File: src/design/tlci_ram.sv
`default_nettype none

module tlci_ram #(
    parameter int WIDTH = 8,
    parameter int DEPTH = 256,
    localparam int AW = (DEPTH > 1) ? $clog2(DEPTH) : 1
) (
    input  wire logic             clk,
    input  wire logic             we,
    input  wire logic [AW-1:0]    waddr,
    input  wire logic [WIDTH-1:0] wdata,
    input  wire logic [AW-1:0]    raddr,
    output logic      [WIDTH-1:0] rdata
);

    logic [WIDTH-1:0] mem [DEPTH];

    // one write port, one registered read port
    always_ff @(posedge clk)
    begin
        if (we)
        begin
            mem[waddr] <= wdata;
        end
        rdata <= mem[raddr];
    end

endmodule

`default_nettype wire

File: config.mk
export PLATFORM = sky130hd
export DESIGN_NAME = tlci_ram
export DESIGN_NICKNAME = d
export VERILOG_FILES = /design/src/design/tlci_ram.sv
export SDC_FILE = /design/constraint.sdc
export NUM_CORES = 2
export LEC_CHECK = 0
export BUFFER_PORTS_ARGS = -buffer_cell sky130_fd_sc_hd__buf_2
export CORE_AREA = 10 10 406 408
export DETAILED_ROUTE_END_ITERATION = 10
export DIE_AREA = 0 0 416 418
export PLACE_DENSITY = 0.66
export SYNTH_ARGS = -nofsm -noshare
export SYNTH_HDL_FRONTEND = slang
export SYNTH_SLANG_ARGS = --single-unit
File: constraint.sdc
create_clock -name clk -period 2.14 [get_ports clk]
set_input_delay 0.321 -clock clk [delete_from_list [all_inputs] [get_ports clk]]
set_output_delay 0.321 -clock clk [all_outputs]
set_load 0.005 [all_outputs]
==> results_dict.tcl <==
set metrics [dict create \
    wirelength_um 200000 \
    power_density_nw_per_um2 889 \
    placed_area_um2 87900 \
    syn-num-nets 3759 \
    synthArstFlopShare_pct 0 \
    failed_checks "setup timing" \
    seq_area_frac_synth_pct 77.5 \
    wire_per_inst_um 29.6 \
    synth-simple-area-share_pct 2.63 \
    ys_ff_latch 2056 \
    synth_most_common_cell "edfxtp_1" \
    reg2regPathDepth 6 \
    syn_area_um2 79600 \
    htree_levels 4 \
    syn_area_per_cell_um2 21.3 \
    root_buffer "clkbuf_16" \
    yosysTopAreaCell "edfxtp_1" \
    die-area_um2 174000 \
    grt_pass1_wl_um 292000 \
    drt-initial-drc-count 5133 \
    synth_flop_cell "edfxtp_1" \
    synthXorXnorAreaFrac_pct 0 \
    fin_setup_tns_ns -0.0707 \
    critical_path_class "reg -> reg" \
    cts.clk_slew.worst_paths_ns 0.06 \
    place.port_buffers 33 \
    worst_slew_margin_rel_pct 58.6 \
    status "finished, violations left" \
    drt_pass1_iterations 5 \
    synthCells 3733 \
    required_ns 2.84 \
    rsz0062_at_grt "true" \
    vias_per_cell 6.13 \
    synth_top_family_by_area "multiplexers" \
    drv_cap 0 \
    hold_class "in -> reg" \
    slew_viol_final 0 \
    final_nets 4528 \
    cpMaxStageDelayCell "mux4_2" \
    syn2layout_area_growth_pct 19.6 \
    synth_common_cells "edfxtp_1, mux4_2, nor2_1" \
    synthMuxAreaShare_pct 14.6 \
    power_leakage_nw 31.1 \
    ctsLongestPathBuffers 3 \
    finalWeightedCongestion 0.879 \
    synth_fa_ha_area_share_pct 0 \
    path_max_fanout 1 \
    vdd_ir_drop_max_mv 0.974 \
    yosys-top-cells-area "edfxtp_1, mux4_2, mux2i_1, nor2_1, a22oi_1" \
    ys_warn_count 0 \
    synth_top_area_share_pct 77.3 \
    cts_buffers 199 \
    setup_ws_ns -0.0497 \
    hold_ws_ns 0.0727 \
    cts_tree "built" \
    die_h_um 418 \
    via_count 41345 \
    synthDistinctLibCells 55 \
    clock.fmax_mhz 457 \
    worst_skew_pair.late_latency_ns 0.83 \
    synth_edf_count 2048 \
    critPathLaunchType "flip-flop" \
    clock_sinks 2056 \
    place_inst 6367 \
    hold_viol 0 \
    drc 0 \
    antenna_found_initial 10 \
    final_cell_area_um2 95200 \
    tightest_slew_ns 0.621 \
    synth-compound-area-share_pct 3.42 \
    min_path_cells 3 \
    finalNonFillerCells 6746 \
    end_kind "flip-flop" \
    crit_arrival_ns 2.89 \
    critPathMaxStageDelay_ns 0.53 \
    rows 146 \
    core-area_um2 157000 \
    grt-ovfl-total 0 \
    die_w_um 416 \
    ant_nets 0 \
    drive_above_1_share_pct 35.0 \
    timing.final.crit_share_pct 102 \
    final.setup_skew_ns 0.0378 \
    ios 34 \
    floorplan.initialDensity_pct 50.6 \
    dp_hpwl_um 131000 \
    grt_pass1_vias 41783 \
    finalSetupViolCount 3 \
    period_needed_ns 2.19 \
    track_usage_pct 22.9 \
    cp_cell_sequence "mux4_2 -> a22o_1 -> a221oi_2 -> o32ai_2 -> nor3_4 -> nor4_2" \
    grt_max_degree 93 \
]
-- state kept, by name, indices dropped and copies added (netlist names) --
register and flops:
rdata 8, mem 2048
-- layout by cell type, fill, tap and decap left out, types with 9 or more instances in the layout --
cell and n:
nor2b_1 24, a21oi_1 93, clkbuf_1 36, buf_2 21, nand3_1 34, nand4_1 10
clkinv_1 37, o221ai_1 44, a211oi_2 10, edfxtp_1 2048, buf_12 93, a22oi_1 128
nand2_1 33, buf_8 9, bufinv_16 23, o211ai_1 10, buf_4 661, nor4_2 14
clkinv_2 43, clkbuf_16 202, mux2i_1 134, nor2_1 275, o22ai_1 28, nor3_1 10
mux4_2 455
-- layout make-up --
class | count | area (um^2)
fill | 10928 | 61900
sequential | 2056 | 61700
multi-input combinational | 1442 | 17000
timing repair buffer | 801 | 7280
clock buffer | 242 | 5250
tap | 2072 | 2590
clock inverter | 125 | 1330
antenna | 6 | 15.0
inverter | 2 | 7.51
-- cell families after synthesis --
group	Yosys count
buffers and inverters	235
DFF	2056
AOI/OAI and AO/OA	385
muxes	591
and+or+nand+nor	466
-- stage by stage --
| step | setup slack (ns) | utilization [%] | power, W |
|---|---|---|---|
| after floorplan | -0.0161 | - | 0.0475 |
| after global placement | -1.46 | 56.0 | 0.0500 |
| after detailed placement | -1.45 | 56.0 | 0.0501 |
| after CTS | -0.0825 | 60.5 | 0.0850 |
| after global routing | -0.0866 | 60.6 | 0.0869 |
| final | -0.0497 | 60.6 | 0.0846 |
-- routing by layer --
metal / track usage [%] / up-vias / wire length (um)
met5: 0 / - / 12
met3: 4.62 / 353 / 17700
met2: 37.1 / 1986 / 97300
li1: - / 17231 / -
met4: 7.27 / 2 / 6850
met1: 31.5 / 21773 / 77900
-- final timing paths --
| check | startpoint | slack (ns) | to |
|---|---|---|---|
| max | mem[211][5]$_DFFE_PP_ | -0.05 | rdata[5]$_DFF_P_ |
| min | waddr[7] | 0.07 | mem[236][3]$_DFFE_PP_ |
| max reg2reg | mem[211][5]$_DFFE_PP_ | -0.05 | rdata[5]$_DFF_P_ |
| min reg2reg | mem[41][3]$_DFFE_PP_ | 1.05 | rdata[3]$_DFF_P_ |
-- worst max-delay path, delay by kind of cell (launching register included) --
kind | cells | cell delay [ns]
AOI/OAI and AO/OA | 3 | 0.67
muxes | 1 | 0.53
and+or+nand+nor | 2 | 0.48
DFF | 1 | 0.38
-- where the power goes --
part           internal (W)  switching (W)  total, W
registers            0.0444      0.0000981    0.0445
clock network        0.0203         0.0149    0.0352
logic               0.00205        0.00285   0.00490
-- repair_timing --
| action | in CTS | in global routing |
|---|---|---|
| hold buffers | 8 | 0 |
| hold endpoints to repair | 239 | 0 |
| setup buffers | 0 | 0 |
| endpoints found under the setup margin | 8 | 8 |
| gates resized for setup | 72 | 32 |
| pin swaps | 27 | 25 |
(Power assumes the default switching activity.)
