$ cat config.mk
export PLATFORM = sky130hd
export DESIGN_NAME = tlci_track
export DESIGN_NICKNAME = d
export VERILOG_FILES = /design/src/design/tlci_pkg.sv /design/src/design/tlci_track.sv
export SDC_FILE = /design/constraint.sdc
export NUM_CORES = 1
export LEC_CHECK = 0
export BUFFER_PORTS_ARGS = -buffer_cell sky130_fd_sc_hd__buf_2
export CAP_MARGIN = 20
export CORE_AREA = 2 2 140 87
export DETAILED_ROUTE_END_ITERATION = 8
export DIE_AREA = 0 0 142 89
export PLACE_DENSITY_LB_ADDON = 0.3
export SYNTH_ARGS = -nofsm -noshare
export SYNTH_HDL_FRONTEND = slang
export SYNTH_SLANG_ARGS = --single-unit
$ cat constraint.sdc
create_clock -name clk -period 2.9 [get_ports clk]
set_input_delay 0.435 -clock clk [delete_from_list [all_inputs] [get_ports clk]]
set_output_delay 0.435 -clock clk [all_outputs]
set_load 0.02 [all_outputs]
$ cat src/design/tlci_pkg.sv
`default_nettype none

package tlci_pkg;

    // default sizing
    localparam int TLCI_TEXT_DEPTH  = 65536;
    localparam int TLCI_BLOCK_SHIFT = 8;

    // command codes
    localparam logic [1:0] OP_CLEAR  = 2'd0;
    localparam logic [1:0] OP_APPEND = 2'd1;
    localparam logic [1:0] OP_QUERY  = 2'd2;

    // line end characters
    localparam logic [7:0] CH_LF = 8'h0A;
    localparam logic [7:0] CH_CR = 8'h0D;

    // command transfer
    typedef struct packed {
        logic [1:0]  op;
        logic [7:0]  text_byte;
        logic [31:0] query_offset;
    } cmd_t;

    // result transfer
    typedef struct packed {
        logic [16:0] line_number;
        logic [31:0] column_number;
    } res_t;

    // query sequencer states
    typedef enum logic [1:0] {
        SC_IDLE,
        SC_LOAD,
        SC_SCAN,
        SC_EMIT
    } scan_state_t;

endpackage

`default_nettype wire

$ cat src/design/tlci_track.sv
`default_nettype none

module tlci_track #(
    parameter int TEXT_DEPTH  = 65536,
    parameter int BLOCK_SHIFT = 8,
    localparam int LEN_W      = $clog2(TEXT_DEPTH + 1),
    localparam int ADDR_W     = $clog2(TEXT_DEPTH),
    localparam int CKPT_DEPTH = (TEXT_DEPTH >> BLOCK_SHIFT) + 1,
    localparam int CKPT_AW    = (CKPT_DEPTH > 1) ? $clog2(CKPT_DEPTH) : 1
) (
    input  wire logic               clk,
    input  wire logic               rst_n,
    input  wire logic               clear,
    input  wire logic               append,
    input  wire logic [7:0]         text_byte,
    output logic                    text_we,
    output logic [ADDR_W-1:0]       text_waddr,
    output logic [7:0]              text_wdata,
    output logic                    ckpt_we,
    output logic [CKPT_AW-1:0]      ckpt_waddr,
    output logic [2*LEN_W-1:0]      ckpt_wdata,
    output logic [LEN_W-1:0]        len,
    output logic [LEN_W-1:0]        lines,
    output logic [LEN_W-1:0]        start,
    output logic                    pcr
);

    import tlci_pkg::*;

    localparam logic [LEN_W-1:0] LOW_MASK = LEN_W'((1 << BLOCK_SHIFT) - 1);
    localparam logic [LEN_W-1:0] FULL_LEN = LEN_W'(TEXT_DEPTH);

    logic [LEN_W-1:0] len_reg, len_next;
    logic [LEN_W-1:0] lines_reg, lines_next;
    logic [LEN_W-1:0] start_reg, start_next;
    logic             pcr_reg, pcr_next;
    logic             take;
    logic             cr_end;
    logic [LEN_W-1:0] lines_mid;
    logic [LEN_W-1:0] start_mid;

    // running line state as each byte lands
    always_comb
    begin
        take      = append && (len_reg != FULL_LEN);
        cr_end    = pcr_reg && (text_byte != CH_LF);
        lines_mid = cr_end ? lines_reg + LEN_W'(1) : lines_reg;
        start_mid = cr_end ? len_reg : start_reg;

        len_next   = len_reg;
        lines_next = lines_reg;
        start_next = start_reg;
        pcr_next   = pcr_reg;

        if (clear)
        begin
            len_next   = '0;
            lines_next = '0;
            start_next = '0;
            pcr_next   = 1'b0;
        end
        else if (take)
        begin
            len_next = len_reg + LEN_W'(1);
            if (text_byte == CH_LF)
            begin
                lines_next = lines_mid + LEN_W'(1);
                start_next = len_reg + LEN_W'(1);
                pcr_next   = 1'b0;
            end
            else
            begin
                lines_next = lines_mid;
                start_next = start_mid;
                pcr_next   = (text_byte == CH_CR);
            end
        end
    end

    // byte store write and checkpoint at each block boundary
    always_comb
    begin
        text_we    = take;
        text_waddr = ADDR_W'(len_reg);
        text_wdata = text_byte;
        ckpt_we    = take && ((len_reg & LOW_MASK) == '0);
        ckpt_waddr = CKPT_AW'(len_reg >> BLOCK_SHIFT);
        ckpt_wdata = {lines_mid, start_mid};
    end

    always_ff @(posedge clk or negedge rst_n)
    begin
        if (!rst_n)
        begin
            len_reg   <= '0;
            lines_reg <= '0;
            start_reg <= '0;
            pcr_reg   <= 1'b0;
        end
        else
        begin
            len_reg   <= len_next;
            lines_reg <= lines_next;
            start_reg <= start_next;
            pcr_reg   <= pcr_next;
        end
    end

    assign len   = len_reg;
    assign lines = lines_reg;
    assign start = start_reg;
    assign pcr   = pcr_reg;

endmodule

`default_nettype wire

==> impl_metrics.json <==
{
  "outcome": "finished clean",
  "grt_usage_pct": 20.1,
  "crit_path_top_delay_cell": "or4b_4",
  "p_leak_uw": 0.00245,
  "setup_violations": 0,
  "synthFlopType": "dfrtp_1",
  "insertion_delay_ns": 0.29,
  "drv_cap": 0,
  "boundaryPins": 133,
  "hold_path.class": "primary input to async pin",
  "synth_cells": 518,
  "row_count": 30,
  "ys_ff_latch": 52,
  "clock-sinks": 52,
  "finalPower_uw": 1500,
  "rsz0062_at_grt": "false",
  "drtPass1Iterations": 4,
  "routed_wl_mm": 12.6,
  "hold_viol": 0,
  "grt_overflow_total": 0,
  "p_per_area_mw_per_mm2": 314,
  "cts_tree": "built",
  "die-area_mm2": 0.0126,
  "cp-end-kind": "primary output",
  "cts.clk_slew.worst_paths_ns": 0.07,
  "synth_top_cell_by_area": "dfrtp_1",
  "num_vias": 4041,
  "drive_gt1_share_pct": 29.5,
  "cp.arrival_ns": 2.32,
  "worst_slew_pin_slew_ns": 0.713,
  "ir_drop_mv": 0.245,
  "cpMostUsedCell": "buf_2",
  "yosys-top-cells-count": "89 x nand2_1, 82 x nor2_1, 52 x dfrtp_1",
  "drtIter0Drc": 281,
  "fin_crit_sh_pct": 95.0,
  "ctsHoldBuffers": 0,
  "synth-edff-count": 0,
  "syn_to_final_growth_pct": 23.2,
  "wl_per_cell_um": 16.4,
  "grt_pass1_vias": 3677,
  "place_congestion": 0.922,
  "crit_chain": "buf_2, or4b_4, o21ai_4, buf_4, nor4_1, xnor2_1, inv_1, buf_2",
  "ys_seq_area_share_pct": 33.5,
  "syn_area_mm2": 0.00389,
  "die_y_um": 89,
  "final_max_slew_viol_count": 0,
  "viasPerCell": 5.27,
  "cts_buffers": 5,
  "clock-root-buffer": "clkbuf_16",
  "fin_setup_tns_ns": 0,
  "drcViolationCount": 0,
  "cts_buffer_depth": 2,
  "yosys.area.top_type_share_pct": 33.5,
  "critPathRequiredTime_ns": 2.47,
  "post-synth-top-count-cell": "nand2_1",
  "fin_nets": 638,
  "grt_pass1_wl_mm": 20.0,
  "crit_fanout": 12,
  "ys.warnings.count": 0,
  "yosys.cell_types.count": 51,
  "antenna_cells": 0,
  "cp-start-kind": "primary input",
  "slew_headroom_pct": 52.4,
  "critPathKind": "primary input to primary output",
  "initial_core_util_pct": 34.6,
  "critPathMaxStageDelay_ns": 0.56,
  "fmax_mhz": 363,
  "coreArea_mm2": 0.0112,
  "fin_skew_ns": 0.00711,
  "ant_nets": 0,
  "fill_cells": 1156,
  "synth_nets": 534,
  "grt_max_degree": 53,
  "htree_levels": 2,
  "antenna_found_initial": 0,
  "period_minus_slack_ns": 2.76,
  "synthArstFlopShare_pct": 100,
  "io_buffers": 132,
  "dp_hpwl_mm": 9.11,
  "synthTopCellsByArea": "dfrtp_1 33%, nand2_1 8.6%, nor2_1 7.9%",
  "syn_avg_cell_area_um2": 7.51,
  "die_x_um": 142
}
## where the power goes
group,switching (uW),internal [uW],leakage (uW),total (uW)
logic,96.2,39.7,0.00165,136
registers,2.60,728,0.000725,730
clock network,291,346,0.0000701,636
total,389,1110,0.00245,1500
## stage by stage
| step | utilization, % | setup slack (ns) | cell area (um^2) | hold WS, ns | std cells |
|---|---|---|---|---|---|
| 2_1_floorplan | - | -0.111 | 3970 | 0.139 | 518 |
| 3_3_place_gp | 41.1 | 0.0286 | 4620 | 0.458 | 756 |
| 3_5_place_dp | 41.1 | -0.0132 | 4620 | 0.459 | 756 |
| 4_1_cts | 42.5 | 0.0934 | 4770 | 0.149 | 764 |
| 5_1_grt | 42.7 | 0.00912 | 4790 | 0.162 | 767 |
| 6_report | 42.7 | 0.145 | 4790 | 0.120 | 767 |
## cells by family (layout without fill, tap and decap cells)
kind of cell | Yosys count | in the layout | share of synthesized area [%]
simple gates | 264 | 264 | 31.4
compound gates | 79 | 79 | 13.6
buf+inv | 77 | 182 | 10.8
flops | 52 | 52 | 33.5
xor+xnor | 41 | 41 | 9.23
fa+ha+maj | 4 | 4 | 1.29
mux | 1 | 1 | 0.290
## layout make-up
cell class / instances / area [um^2] / area share [%]
multi-input cells: 389 / 2220 / 46.4
clock buffers: 7 / 143 / 2.98
clock inverters: 1 / 7.51 / 0.157
inverters: 14 / 52.6 / 1.10
repair buffers: 160 / 883 / 18.4
well taps: 144 / 180 / 3.76
flip-flops and latches: 52 / 1300 / 27.2
## routing by layer
layer  vias up  global-route usage (%)  routed length (um)
met5         -                       0                   0
met4         0                    3.18                  71
met3         6                    2.14                 701
met2       155                    30.3                5080
met1      1934                    31.4                6730
li1       1946                       -                   -
## critical path: cells and delay by family
family                 cells  cell delay, ns
AO/OA/AOI/OAI              1            0.23
XOR/XNOR                   1            0.39
buffers and inverters      4            0.59
AND/OR/NAND/NOR            2            0.66
## final timing paths
kind                             endpoint  depth (start not counted)  slack [ns]    startpoint
setup / recovery           ckpt_wdata[33]                          8        0.14  text_byte[4]
hold / removal                   lines[4]                          2        0.12         rst_n
setup reg to reg                lines[16]                          8        0.37      lines[5]
hold reg to reg                  start[1]                          2        0.58      start[1]
max in group asynchronous       start[11]                          2        2.51         rst_n
min in group clk                      pcr                          3        0.45  text_byte[1]
## cell usage in the layout (no fill, tap or decap), types with 2 or more instances in the layout
cell       instances
nand3b_1           3
nand4_1            6
buf_2            132
o22ai_1            3
xor2_1            17
nor4b_1            3
or4_1              3
a311o_1            2
nand3_1           20
a21oi_1           18
nor2_1            82
nand4b_1           2
or4b_4             2
nor2b_1            2
o41ai_1            2
clkbuf_16          5
nand2_1           88
a211oi_1          13
and4_1             2
xnor2_1           23
o21ai_0           22
buf_4             27
and2_1             3
inv_1             13
and3_1            13
or3_1              3
ha_1               3
o21a_1             5
o2111a_1           2
dfrtp_1           52
nor3_1            17
nor4_1             8
a31o_2             2
## timing repair
| item | 4_1_cts | 5_1_grt |
|---|---|---|
| setup buffers | 0 | 3 |
| gates resized for setup | 0 | 1 |
| setup endpoints to repair | 0 | 3 |
No activity file was read; power rests on OpenSTA's default activity.
