File: config.mk
export PLATFORM = sky130hd
export DESIGN_NAME = tlci_scan
export DESIGN_NICKNAME = d
export VERILOG_FILES = /design/src/design/tlci_pkg.sv /design/src/design/tlci_scan.sv
export SDC_FILE = /design/constraint.sdc
export NUM_CORES = 1
export LEC_CHECK = 0
export BUFFER_PORTS_ARGS = -buffer_cell sky130_fd_sc_hd__buf_4
export CAP_MARGIN = 20
export CORE_UTILIZATION = 25
export CTS_CLUSTER_SIZE = 25
export DETAILED_ROUTE_END_ITERATION = 6
export PLACE_DENSITY = 0.43
export REMOVE_ABC_BUFFERS = 1
export SYNTH_ARGS = -nofsm -noshare
export SYNTH_HDL_FRONTEND = slang
export SYNTH_SLANG_ARGS = --single-unit
File: constraint.sdc
create_clock -name clk -period 6.4 [get_ports clk]
set_input_delay 0.32 -clock clk [delete_from_list [all_inputs] [get_ports clk]]
set_output_delay 0.32 -clock clk [all_outputs]
set_load 0.02 [all_outputs]
File: src/design/tlci_pkg.sv
`default_nettype none

package tlci_pkg;

    // default sizing
    localparam int TLCI_TEXT_DEPTH  = 65536;
    localparam int TLCI_BLOCK_SHIFT = 8;

    // command codes
    localparam logic [1:0] OP_CLEAR  = 2'd0;
    localparam logic [1:0] OP_APPEND = 2'd1;
    localparam logic [1:0] OP_QUERY  = 2'd2;

    // line end characters
    localparam logic [7:0] CH_LF = 8'h0A;
    localparam logic [7:0] CH_CR = 8'h0D;

    // command transfer
    typedef struct packed {
        logic [1:0]  op;
        logic [7:0]  text_byte;
        logic [31:0] query_offset;
    } cmd_t;

    // result transfer
    typedef struct packed {
        logic [16:0] line_number;
        logic [31:0] column_number;
    } res_t;

    // query sequencer states
    typedef enum logic [1:0] {
        SC_IDLE,
        SC_LOAD,
        SC_SCAN,
        SC_EMIT
    } scan_state_t;

endpackage

`default_nettype wire

File: src/design/tlci_scan.sv
`default_nettype none

module tlci_scan #(
    parameter int TEXT_DEPTH  = 65536,
    parameter int BLOCK_SHIFT = 8,
    localparam int LEN_W      = $clog2(TEXT_DEPTH + 1),
    localparam int ADDR_W     = $clog2(TEXT_DEPTH),
    localparam int CKPT_DEPTH = (TEXT_DEPTH >> BLOCK_SHIFT) + 1,
    localparam int CKPT_AW    = (CKPT_DEPTH > 1) ? $clog2(CKPT_DEPTH) : 1
) (
    input  wire logic                clk,
    input  wire logic                rst_n,
    input  wire logic                query,
    input  wire logic [31:0]         offset,
    input  wire logic [LEN_W-1:0]    len,
    input  wire logic [LEN_W-1:0]    lines,
    input  wire logic [LEN_W-1:0]    start,
    input  wire logic                pcr,
    output logic                     busy,
    output logic [ADDR_W-1:0]        text_raddr,
    input  wire logic [7:0]          text_rdata,
    output logic [CKPT_AW-1:0]       ckpt_raddr,
    input  wire logic [2*LEN_W-1:0]  ckpt_rdata,
    output logic                     res_valid,
    input  wire logic                res_stall,
    output tlci_pkg::res_t           res
);

    import tlci_pkg::*;

    localparam logic [LEN_W-1:0] LOW_MASK = LEN_W'((1 << BLOCK_SHIFT) - 1);

    scan_state_t      state_reg, state_next;
    logic             res_valid_reg, res_valid_next;
    res_t             res_reg, res_next;
    logic [31:0]      offset_reg, offset_next;
    logic [LEN_W-1:0] end_reg, end_next;
    logic [LEN_W-1:0] pos_reg, pos_next;
    logic [LEN_W-1:0] line_reg, line_next;
    logic [LEN_W-1:0] lstart_reg, lstart_next;
    logic [7:0]       prev_reg, prev_next;
    logic [LEN_W-1:0] end_in;
    logic [LEN_W-1:0] base_in;
    logic             line_break;
    logic             res_load;
    logic [31:0]      start_wide;

    // clamp the offset to the text and find its block
    always_comb
    begin
        end_in     = (offset < 32'(len)) ? LEN_W'(offset) : len;
        base_in    = end_in & ~LOW_MASK;
        ckpt_raddr = CKPT_AW'(end_in >> BLOCK_SHIFT);
        text_raddr = (state_reg == SC_IDLE) ? ADDR_W'(base_in) : ADDR_W'(pos_reg + LEN_W'(1));
        line_break = (prev_reg == CH_LF) || ((prev_reg == CH_CR) && (text_rdata != CH_LF));
        start_wide = 32'(lstart_reg);
        res_load   = !res_valid_reg || !res_stall;
    end

    // sequencer: checkpoint load, byte scan, result hand-off
    always_comb
    begin
        state_next     = state_reg;
        offset_next    = offset_reg;
        end_next       = end_reg;
        pos_next       = pos_reg;
        line_next      = line_reg;
        lstart_next    = lstart_reg;
        prev_next      = prev_reg;
        res_next       = res_reg;
        res_valid_next = res_valid_reg && res_stall;

        case (state_reg)
            SC_IDLE:
            begin
                if (query)
                begin
                    offset_next = offset;
                    end_next    = end_in;
                    pos_next    = base_in;
                    if (end_in == len)
                    begin
                        line_next   = lines + LEN_W'(pcr);
                        lstart_next = pcr ? len : start;
                        state_next  = SC_EMIT;
                    end
                    else
                    begin
                        state_next = SC_LOAD;
                    end
                end
            end
            SC_LOAD:
            begin
                line_next   = ckpt_rdata[2*LEN_W-1:LEN_W];
                lstart_next = ckpt_rdata[LEN_W-1:0];
                prev_next   = text_rdata;
                if (pos_reg == end_reg)
                begin
                    state_next = SC_EMIT;
                end
                else
                begin
                    pos_next   = pos_reg + LEN_W'(1);
                    state_next = SC_SCAN;
                end
            end
            SC_SCAN:
            begin
                // byte at pos_reg decides whether the previous byte ends a line
                if (line_break)
                begin
                    line_next   = line_reg + LEN_W'(1);
                    lstart_next = pos_reg;
                end
                prev_next = text_rdata;
                if (pos_reg == end_reg)
                begin
                    state_next = SC_EMIT;
                end
                else
                begin
                    pos_next = pos_reg + LEN_W'(1);
                end
            end
            SC_EMIT:
            begin
                if (res_load)
                begin
                    res_next.line_number   = 17'(line_reg);
                    res_next.column_number = (offset_reg > start_wide) ?
                                             offset_reg - start_wide : 32'd0;
                    res_valid_next = 1'b1;
                    state_next     = SC_IDLE;
                end
            end
            default:
            begin
                state_next = SC_IDLE;
            end
        endcase
    end

    always_ff @(posedge clk or negedge rst_n)
    begin
        if (!rst_n)
        begin
            state_reg     <= SC_IDLE;
            res_valid_reg <= 1'b0;
        end
        else
        begin
            state_reg     <= state_next;
            res_valid_reg <= res_valid_next;
        end
    end

    // working payload
    always_ff @(posedge clk)
    begin
        offset_reg <= offset_next;
        end_reg    <= end_next;
        pos_reg    <= pos_next;
        line_reg   <= line_next;
        lstart_reg <= lstart_next;
        prev_reg   <= prev_next;
        res_reg    <= res_next;
    end

    assign busy      = (state_reg != SC_IDLE);
    assign res_valid = res_valid_reg;
    assign res       = res_reg;

endmodule

`default_nettype wire

==> results of run 1 <==
-- report_power, final --
| part | switching [mW] | leakage (nW) | internal, mW | total, mW |
|---|---|---|---|---|
| Combinational | 1.80 | 2.97 | 1.14 | 2.94 |
| Clock | 0.435 | 0.284 | 0.612 | 1.05 |
| Sequential | 0.302 | 1.52 | 1.85 | 2.15 |
| Total | 2.54 | 4.78 | 3.60 | 6.14 |
-- what timing repair did --
action | 4_1_cts | 5_1_grt
resized for setup | 0 | 0
buffers inserted | 0 | 0
hold endpoints to repair | 3 | 0
hold buffers | 1 | 0
-- how the worst min path moves through the flow --
stage | from | end | slack (ns) | cells after the start
final | text_rdata[1] | prev_reg[1] | 0.06 | 1
after global routing | text_rdata[5] | prev_reg[5] | 0.04 | 1
after CTS | text_rdata[1] | prev_reg[1] | 0.03 | 1
after detailed placement | rst_n | res_valid | 0.12 | 1
after global placement | rst_n | res_valid | 0.12 | 1
after floorplan | rst_n | res_valid | 0.02 | 0
-- cell usage after synthesis (all sizes together), types with 11 or more instances --
master	number	area, sq um
mux2	11	124
a22oi	30	225
nor2b	29	181
nor3	15	75.1
xor2	49	429
o21ai	26	130
nand4	13	81.3
nor4	20	131
buf	19	126
inv	58	218
edfxtp	157	4710
xnor2	37	324
a21oi	64	320
mux2i	28	280
a211oi	25	193
clkbuf	24	90.1
nor2	48	180
or3	11	68.8
ha	41	513
nand2	35	134
nand3	29	145
-- logic make-up after synthesis --
logic type / count (synthesis) / synth area share
fa+ha+maj: 42 / 0.0559
xor+xnor: 86 / 0.0791
buf+inv: 101 / 0.0456
flops: 160 / 0.503
simple gates: 246 / 0.141
mux: 39 / 0.0424
compound gates: 194 / 0.133
-- layout make-up --
| cell class | count | area [sq um] | share of cell area |
|---|---|---|---|
| multi-input cells | 607 | 4370 | 0.357 |
| inverters | 58 | 218 | 0.0178 |
| flip-flops and latches | 160 | 4790 | 0.392 |
| diodes | 1 | 2.50 | 0.000205 |
| clock inverters | 14 | 161 | 0.0132 |
| repair buffers | 213 | 1620 | 0.133 |
| well taps | 511 | 639 | 0.0523 |
| clock buffers | 18 | 429 | 0.0351 |
-- through the flow --
stage	power [mW]	worst slack [ns]	instances	instance area (sq um)
6_report	6.14	3.24	1582	12200
5_1_grt	6.56	2.97	1582	12200
4_1_cts	6.20	3.08	1580	12200
3_5_place_dp	5.14	3.10	1547	11600
3_3_place_gp	5.12	3.12	1547	11600
2_1_floorplan	3.98	-0.286	825	9310
-- metal layers --
| layer | track usage | share of wire | vias up |
|---|---|---|---|
| met5 | 0 | 0 | - |
| met4 | 0.0514 | 0.015 | 0 |
| met3 | 0.0331 | 0.039 | 25 |
| met2 | 0.258 | 0.48 | 139 |
| met1 | 0.207 | 0.46 | 3419 |
| li1 | - | - | 3612 |
==> results.py, run 1 <==
metrics = {
    "floorplanning": {
        "coreArea_sq_um": 37600,
        "ios": 206,
        "die_x_microns": 197,
        "die_area_sq_um": 38900,
        "fp.dieH_microns": 197,
        "num_rows": 71,
        "start_util": 0.254,
    },
    "cts": {
        "clkLatencyLatePin_ns": 0.45,
        "root_buffer": "clkbuf_16",
        "clk_pin_slew_ns": 0.07,
        "htree_levels": 4,
        "cts_tree": "done",
        "cts.sinks": 160,
        "cts_buffers": 17,
        "ctsLongestPathBuffers": 2,
    },
    "timing": {
        "drv_slew": 0,
        "fin_skew_ns": 0.0130,
        "slew_headroom": 0.275,
        "fin_crit_ns": 3.16,
        "worstMarginPinSlew_ns": 1.09,
        "maxClockFrequency_mhz": 317,
        "period_share": 0.493,
        "fin_tns_setup_ns": 0,
        "hold_violations": 0,
        "setup_violations": 0,
        "grt_setup_unrepaired": "no",
        "hold_ws_ns": 0.0560,
    },
    "global_route": {
        "grt_max_degree": 97,
        "grt.total_usage": 0.158,
        "antenna_found_initial": 1,
        "grt_pass1_wl_microns": 45200,
        "globalRouteOverflowTotal": 0,
        "grt_pass1_vias": 7157,
    },
    "critical_path": {
        "cp-start-kind": "input port",
        "worstPathArrival_ns": 2.84,
        "critPathKind": "in2out",
        "critPathCaptureType": "output port",
        "r2r_slack_ns": 3.25,
        "cp.buffers_inverters": 4,
        "path_cells": "buf_4, inv_1, ha_1, nor4_1, nand4_1, a211oi_1, o41ai_2, buf_4, mux2i_1, mux2i_1, buf_4",
        "worstSetupEndpoint": "text_raddr[13]",
        "required_ns": 6.08,
        "r2r_cells": 8,
        "crit_cells": 11,
        "critPathMostFrequentCell": "buf_4",
        "slowest_delay_ns": 0.53,
        "critPathLaunch": "len[16]",
        "path_delay_family": "multiplexers",
        "r2r-start": "lstart_reg[0]",
        "crit_slowest_cell": "mux2i_1",
        "r2r-end": "res[22]",
        "crit_path_max_fanout": 18,
    },
    "min_path": {
        "hp-class": "in2reg",
    },
    "cells_and_area": {
        "final_util": 0.325,
        "layout_common_cells": "211 x buf_4, 157 x edfxtp_1, 64 x a21oi_1",
        "syn_to_final_growth_pct": 28.3,
        "fill_cells": 3855,
        "fin_nets": 1229,
        "layout_commonest_cell": "buf_4",
        "drive_gt1_frac": 0.251,
        "largest_reg_flops": 49,
    },
    "placement": {
        "io_buffers": 205,
        "post-dp-hpwl_microns": 23900,
        "gp_congestion": 0.809,
    },
    "synthesis": {
        "synth_ff_type": "edfxtp_1",
        "ys_ff_latch": 160,
        "synth_area_sq_um": 9530,
        "yosysWarningCount": 0,
        "yosysUniqueCellTypes": 62,
        "yosysSeqAreaShare": 0.503,
        "ys_async_sr_fraction": 0.0188,
        "syn_area_per_cell_sq_um": 11.0,
        "synth-edff-count": 157,
        "synthCells": 868,
    },
    "route": {
        "dr.pass1.iters": 6,
        "ant_nets": 0,
        "via_count": 7195,
        "routed_via_density": 4.55,
        "post_drt_wl_per_cell_microns": 19.2,
        "drc": 0,
        "routed_wl_microns": 30400,
        "initialDrtViolationCount": 363,
    },
    "flow_run": {
        "cap_violations": 0,
    },
    "run_status": {
        "outcome": "finished, final reports clean",
    },
    "power": {
        "ir_worst_vdd_mv": 0.255,
        "power_leakage_nw": 4.78,
        "power_density_nw_per_um2": 502,
    },
}
Note: power is estimated with default switching activity, not from simulation.
==> inputs of run 2 (changes only) <==
ABC_AREA = 1   (was not set)
clock period = 3.3 ns   (was 6.4 ns; I/O delays follow)
==> run 2 against run 1 <==
Compared with the run above:
- final area grew 4.9%
- via count grew 14%
- utilization grew 1.3 points
- critical path type unchanged
- setup slack lost 3.0 ns
- clock skew shrank 0.0038 ns
- largest cell class unchanged
- synthesized cell count grew 24%
- critical endpoint is now text_raddr[8]
- non-clock buffer count grew 54
- area after synthesis grew 1.4%
- total power grew 91%
- combinational power grew 96%
- register-to-register slack lost 2.8 ns
- final cell count grew 16%
==> results.py, run 2 <==
metrics = {
    "run_status": {
        "outcome": "finished, final reports clean",
    },
    "timing": {
        "worst_slack_ns": 0.217,
        "slew_headroom": 0.538,
        "fin_tns_setup_ns": 0,
        "setup_violations": 0,
        "fin_crit_ns": 3.08,
        "grt_setup_unrepaired": "no",
        "drv_slew": 0,
        "maxClockFrequency_mhz": 324,
        "hold_violations": 0,
        "fin_skew_ns": 0.00925,
        "worstMarginPinSlew_ns": 0.692,
        "period_share": 0.934,
        "hold_ws_ns": 0.0470,
    },
    "power": {
        "power_leakage_nw": 5.42,
        "power_density_nw_per_um2": 914,
        "ir_worst_vdd_mv": 0.569,
        "finalPower_mw": 11.7,
    },
    "synthesis": {
        "yosysSeqAreaShare": 0.496,
        "synth-edff-count": 157,
        "synth_ff_type": "edfxtp_1",
        "synth_top_area_cell": "edfxtp_1",
        "yosysUniqueCellTypes": 53,
        "synth_top_cells_by_area": "edfxtp_1 49%, nand2_1 6.3%, ha_1 5.3%, inv_1 5.3%, nor2_1 5.2%",
        "ys_async_sr_fraction": 0.0188,
        "synth_top_cell_area_share": 0.488,
        "synth_area_sq_um": 9660,
        "syn_area_per_cell_sq_um": 9.00,
        "synth.most_common_cell": "nand2_1",
        "synthTopCellsByCount": "163 x nand2_1, 157 x edfxtp_1, 136 x inv_1, 133 x nor2_1, 79 x a21oi_1",
        "yosysWarningCount": 0,
        "synthCells": 1073,
        "ys_ff_latch": 160,
    },
    "cells_and_area": {
        "insertedDiodeCount": 0,
        "syn_to_final_growth_pct": 32.7,
        "final_area_sq_um": 12800,
        "drive_gt1_frac": 0.224,
        "layout_common_cells": "223 x buf_4, 163 x nand2_1, 157 x edfxtp_1",
        "largest_reg_flops": 49,
        "final_util": 0.339,
        "fin_nets": 1491,
        "final_cells": 1843,
        "layout_commonest_cell": "buf_4",
    },
    "cts": {
        "clkLatencyLatePin_ns": 0.44,
        "cts_tree": "done",
        "cts.sinks": 160,
        "cts_buffers": 17,
        "ctsLongestPathBuffers": 2,
        "root_buffer": "clkbuf_16",
        "clk_pin_slew_ns": 0.06,
        "htree_levels": 4,
    },
    "floorplanning": {
        "fp.dieH_microns": 199,
        "coreArea_sq_um": 37800,
        "die_x_microns": 199,
        "start_util": 0.255,
        "num_rows": 71,
        "ios": 206,
        "die_area_sq_um": 39400,
    },
    "critical_path": {
        "worstPathArrival_ns": 2.92,
        "critPathKind": "in2out",
        "critPathCaptureType": "output port",
        "cp-start-kind": "input port",
        "critPathMostFrequentCell": "nand2_1",
        "path_cells": "dlygate4sd3_1, buf_4, ha_1, a21oi_1, o21a_1, nand2_1, nand2_1, nand2_1, a21boi_4, inv_4, a21oi_2, inv_2, o21ai_1, buf_4",
        "slowest_delay_ns": 0.55,
        "crit_path_max_fanout": 17,
        "required_ns": 3.13,
        "path_delay_family": "buffers and inverters",
        "cp.buffers_inverters": 5,
        "crit_slowest_cell": "dlygate4sd3_1",
    },
    "global_route": {
        "grt.total_usage": 0.161,
        "globalRouteOverflowTotal": 0,
        "grt_max_degree": 50,
        "antenna_found_initial": 0,
        "grt_pass1_vias": 8262,
        "grt_pass1_wl_microns": 46900,
    },
    "placement": {
        "io_buffers": 205,
        "gp_congestion": 0.866,
        "post-dp-hpwl_microns": 24400,
        "dp_slack_ns": 0.255,
        "place_inst": 1766,
        "placed_area_sq_um": 11800,
    },
    "route": {
        "initialDrtViolationCount": 437,
        "via_count": 8210,
        "routed_via_density": 4.45,
        "drc": 0,
        "dr.pass1.iters": 5,
        "ant_nets": 0,
        "post_drt_wl_per_cell_microns": 16.8,
        "routed_wl_microns": 31000,
    },
    "min_path": {
        "hp-class": "in2async",
    },
    "flow_run": {
        "cap_violations": 0,
    },
}
-- run 2: changes by cell type in the layout (fill, tap and decap cells not counted), moves of 20 or more --
cell           change
dlygate4sd3_1     +41
inv_1             +76
o21ai_0           +40
nand3_1           +20
nor2_1            +85
nor2b_1           -29
mux2i_1           -28
a22oi_1           -25
nand2_1          +129
a211oi_1          -22
-- run 2: kinds of logic (layout without fill, tap and decap cells) --
group	Yosys count	count (layout)	synth area share
xor gates and xnor gates	60	60	0.0544
and+or+nand+nor	421	421	0.192
DFF	160	160	0.496
AOI/OAI and AO/OA	207	207	0.125
adders and majority gates	42	42	0.0552
buffers and inverters	183	442	0.0778
-- run 2: where the power goes --
part | internal (mW) | total [mW] | switching, mW
registers | 3.56 | 4.04 | 0.477
logic | 2.08 | 5.77 | 3.69
clock network | 1.05 | 1.91 | 0.863
-- run 2: final timing paths --
| kind | startpoint | endpoint | slack [ns] | cells past startpoint |
|---|---|---|---|---|
| worst max-delay path | offset[7] | text_raddr[8] | 0.22 | 14 |
| worst min-delay path | rst_n | res_valid | 0.05 | 2 |
| worst max register to register | offset_reg[0] | res[29] | 0.47 | 17 |
| worst min register to register | line_reg[16] | res[48] | 0.48 | 0 |
| max in group asynchronous | rst_n | state_reg[0] | 3.16 | 2 |
| min in group clk | start[15] | lstart_reg[15] | 0.09 | 3 |
-- run 2: per-layer routing --
layer,GRT usage,part of all wire,up-vias
met2,0.281,0.50,173
met1,0.199,0.44,3843
met3,0.0332,0.044,21
met4,0.0450,0.015,0
met5,0,0,-
li1,-,-,4173
-- run 2: cell type report --
cell class	instances	area, sq um
Timing Repair Buffer	267	2130
Multi-Input combinational cell	730	4150
Fill cell	3987	25000
Inverter	143	539
Sequential cell	160	4790
Tap cell	511	639
Clock buffer	18	429
Clock inverter	14	134
-- run 2: timing repair --
action | 4_1_cts | 5_1_grt
resized for setup | 0 | 3
buffers inserted | 0 | 3
hold buffers | 42 | 0
hold endpoints to repair | 44 | 0
setup endpoints to repair | 0 | 5
==> inputs of run 3 (changes only) <==
clock period = 2.9 ns   (was 3.3 ns; I/O delays follow)
==> run 3 against run 2 <==
Compared with the run above:
- non-clock buffer count is 21 higher
- final cell count is 1.0% higher
- sequential share of layout area is 0.75 points lower
- largest power group unchanged
- highest routed layer unchanged
==> results.py, run 3 (synthesis results as in run 2) <==
metrics = {
    "run_status": {
        "outcome": "finished, final reports clean",
    },
    "power": {
        "power_density_nw_per_um2": 1040,
        "ir_worst_vdd_mv": 0.966,
        "power_leakage_nw": 5.54,
        "finalPower_mw": 13.6,
    },
    "floorplanning": {
        "num_rows": 71,
        "fp.dieH_microns": 199,
        "ios": 206,
        "coreArea_sq_um": 37800,
        "start_util": 0.255,
        "die_x_microns": 199,
        "die_area_sq_um": 39400,
    },
    "cells_and_area": {
        "fin_nets": 1512,
        "final_cells": 1862,
        "final_area_sq_um": 13100,
        "drive_gt1_frac": 0.244,
        "layout_commonest_cell": "buf_4",
        "largest_reg_flops": 49,
        "insertedDiodeCount": 0,
        "fill_cells": 4021,
        "layout_common_cells": "238 x buf_4, 162 x nand2_1, 157 x edfxtp_1",
        "syn_to_final_growth_pct": 35.4,
    },
    "route": {
        "via_count": 8263,
        "initialDrtViolationCount": 467,
        "dr.pass1.iters": 7,
        "ant_nets": 0,
        "routed_wl_microns": 32100,
        "routed_via_density": 4.44,
        "post_drt_wl_per_cell_microns": 17.2,
        "drc": 0,
    },
    "critical_path": {
        "critPathMostFrequentCell": "buf_4",
        "crit_path_max_fanout": 17,
        "r2r-start": "lstart_reg[0]",
        "cp.buffers_inverters": 5,
        "r2r_slack_ns": 0.24,
        "crit_slowest_cell": "dlygate4sd3_1",
        "path_delay_family": "buffers and inverters",
        "required_ns": 2.76,
        "cp-start-kind": "input port",
        "r2r_cells": 15,
        "path_cells": "dlygate4sd3_1, buf_4, nor4_1, and3_1, a21boi_4, buf_4, inv_4, or2_2, o21ai_2, o21ai_0, buf_4",
        "slowest_delay_ns": 0.55,
        "r2r-end": "res[30]",
        "critPathKind": "in2out",
        "critPathCaptureType": "output port",
        "worstPathArrival_ns": 2.57,
    },
    "placement": {
        "gp_congestion": 0.859,
        "placed_area_sq_um": 12000,
        "place_inst": 1779,
        "post-dp-hpwl_microns": 24800,
        "io_buffers": 205,
    },
    "timing": {
        "worstMarginPinSlew_ns": 0.753,
        "fin_crit_ns": 2.72,
        "fin_skew_ns": 0.0136,
        "maxClockFrequency_mhz": 368,
        "drv_slew": 0,
        "grt_setup_unrepaired": "yes",
        "fin_tns_setup_ns": 0,
        "slew_headroom": 0.498,
        "hold_violations": 0,
        "period_share": 0.937,
        "setup_violations": 0,
    },
    "global_route": {
        "antenna_found_initial": 0,
        "grt_pass1_vias": 8389,
        "grt_pass1_wl_microns": 48300,
        "globalRouteOverflowTotal": 0,
        "grt.total_usage": 0.166,
        "grt_max_degree": 60,
    },
    "cts": {
        "cts_buffers": 17,
        "clk_pin_slew_ns": 0.07,
        "ctsLongestPathBuffers": 2,
        "cts_tree": "done",
        "clkLatencyLatePin_ns": 0.44,
        "htree_levels": 4,
        "root_buffer": "clkbuf_16",
        "cts.sinks": 160,
    },
    "min_path": {
        "min_to": "lstart_reg[2]",
        "hold_start": "start[2]",
        "holdPathStages": 3,
        "hp-class": "in2reg",
    },
    "flow_run": {
        "cap_violations": 0,
    },
}
[run 3: changes by cell type in the layout (fill, tap and decap cells not counted), moves of 2 or more]
cell,delta
buf_4,+15
inv_8,-2
nor2_2,+2
xor2_1,-2
xor2_2,+2
nor2_1,-3
buf_12,+4
[run 3: stage by stage]
| step | setup slack (ns) | hold slack, ns | utilization |
|---|---|---|---|
| 3_3_place_gp | 0.0561 | -0.0596 | 0.316 |
| 4_1_cts | 0.0000986 | 0.00172 | 0.342 |
| 3_5_place_dp | -0.00326 | -0.0601 | 0.316 |
| 5_1_grt | -0.0207 | 0.0671 | 0.346 |
| 2_1_floorplan | -1.33 | -0.151 | - |
| 6_report | 0.182 | 0.0620 | 0.346 |
[run 3: power breakdown]
group	switching [mW]	internal [mW]	leakage, nW
sequential	0.516	4.05	1.53
combinational	4.35	2.58	3.75
clock	0.979	1.17	0.260
[run 3: area by class of cell]
| cell class | count | area, sq um | area share |
|---|---|---|---|
| Clock buffer | 17 | 425 | 0.0325 |
| Multi-Input combinational cell | 730 | 4230 | 0.323 |
| Clock inverter | 13 | 115 | 0.00880 |
| Timing Repair Buffer | 288 | 2350 | 0.180 |
| Inverter | 143 | 539 | 0.0412 |
| Sequential cell | 160 | 4790 | 0.366 |
| Tap cell | 511 | 639 | 0.0489 |
[run 3: worst max-delay path by stage]
stage | start | endpoint | slack (ns) | cells after the start
2_1_floorplan | len[16] | line_reg[0] | -1.33 | 12
3_3_place_gp | offset[16] | line_reg[16] | 0.06 | 13
3_5_place_dp | offset[16] | line_reg[16] | -0.003 | 13
4_1_cts | pos_reg[1] | text_raddr[14] | 0.0001 | 13
5_1_grt | pos_reg[4] | text_raddr[11] | -0.02 | 12
6_report | offset[29] | text_raddr[13] | 0.18 | 11
[run 3: routing by layer]
layer	wire (microns)	global-route usage	up-vias
met5	0	0	-
met4	764	0.0567	0
met1	14100	0.208	3831
li1	-	-	4211
met3	1390	0.0329	29
met2	15800	0.284	192
[run 3: worst min-delay path: stages]
cell     delay (ns)
buf_4          0.08
a21oi_1        0.05
nor2_1         0.10
[run 3: what timing repair did]
action	CTS	global route
endpoints found under the hold margin	44	2
gates resized for setup	2	16
hold buffers	42	1
setup buffers	0	10
setup endpoints to repair	4	26
pin swaps	0	5
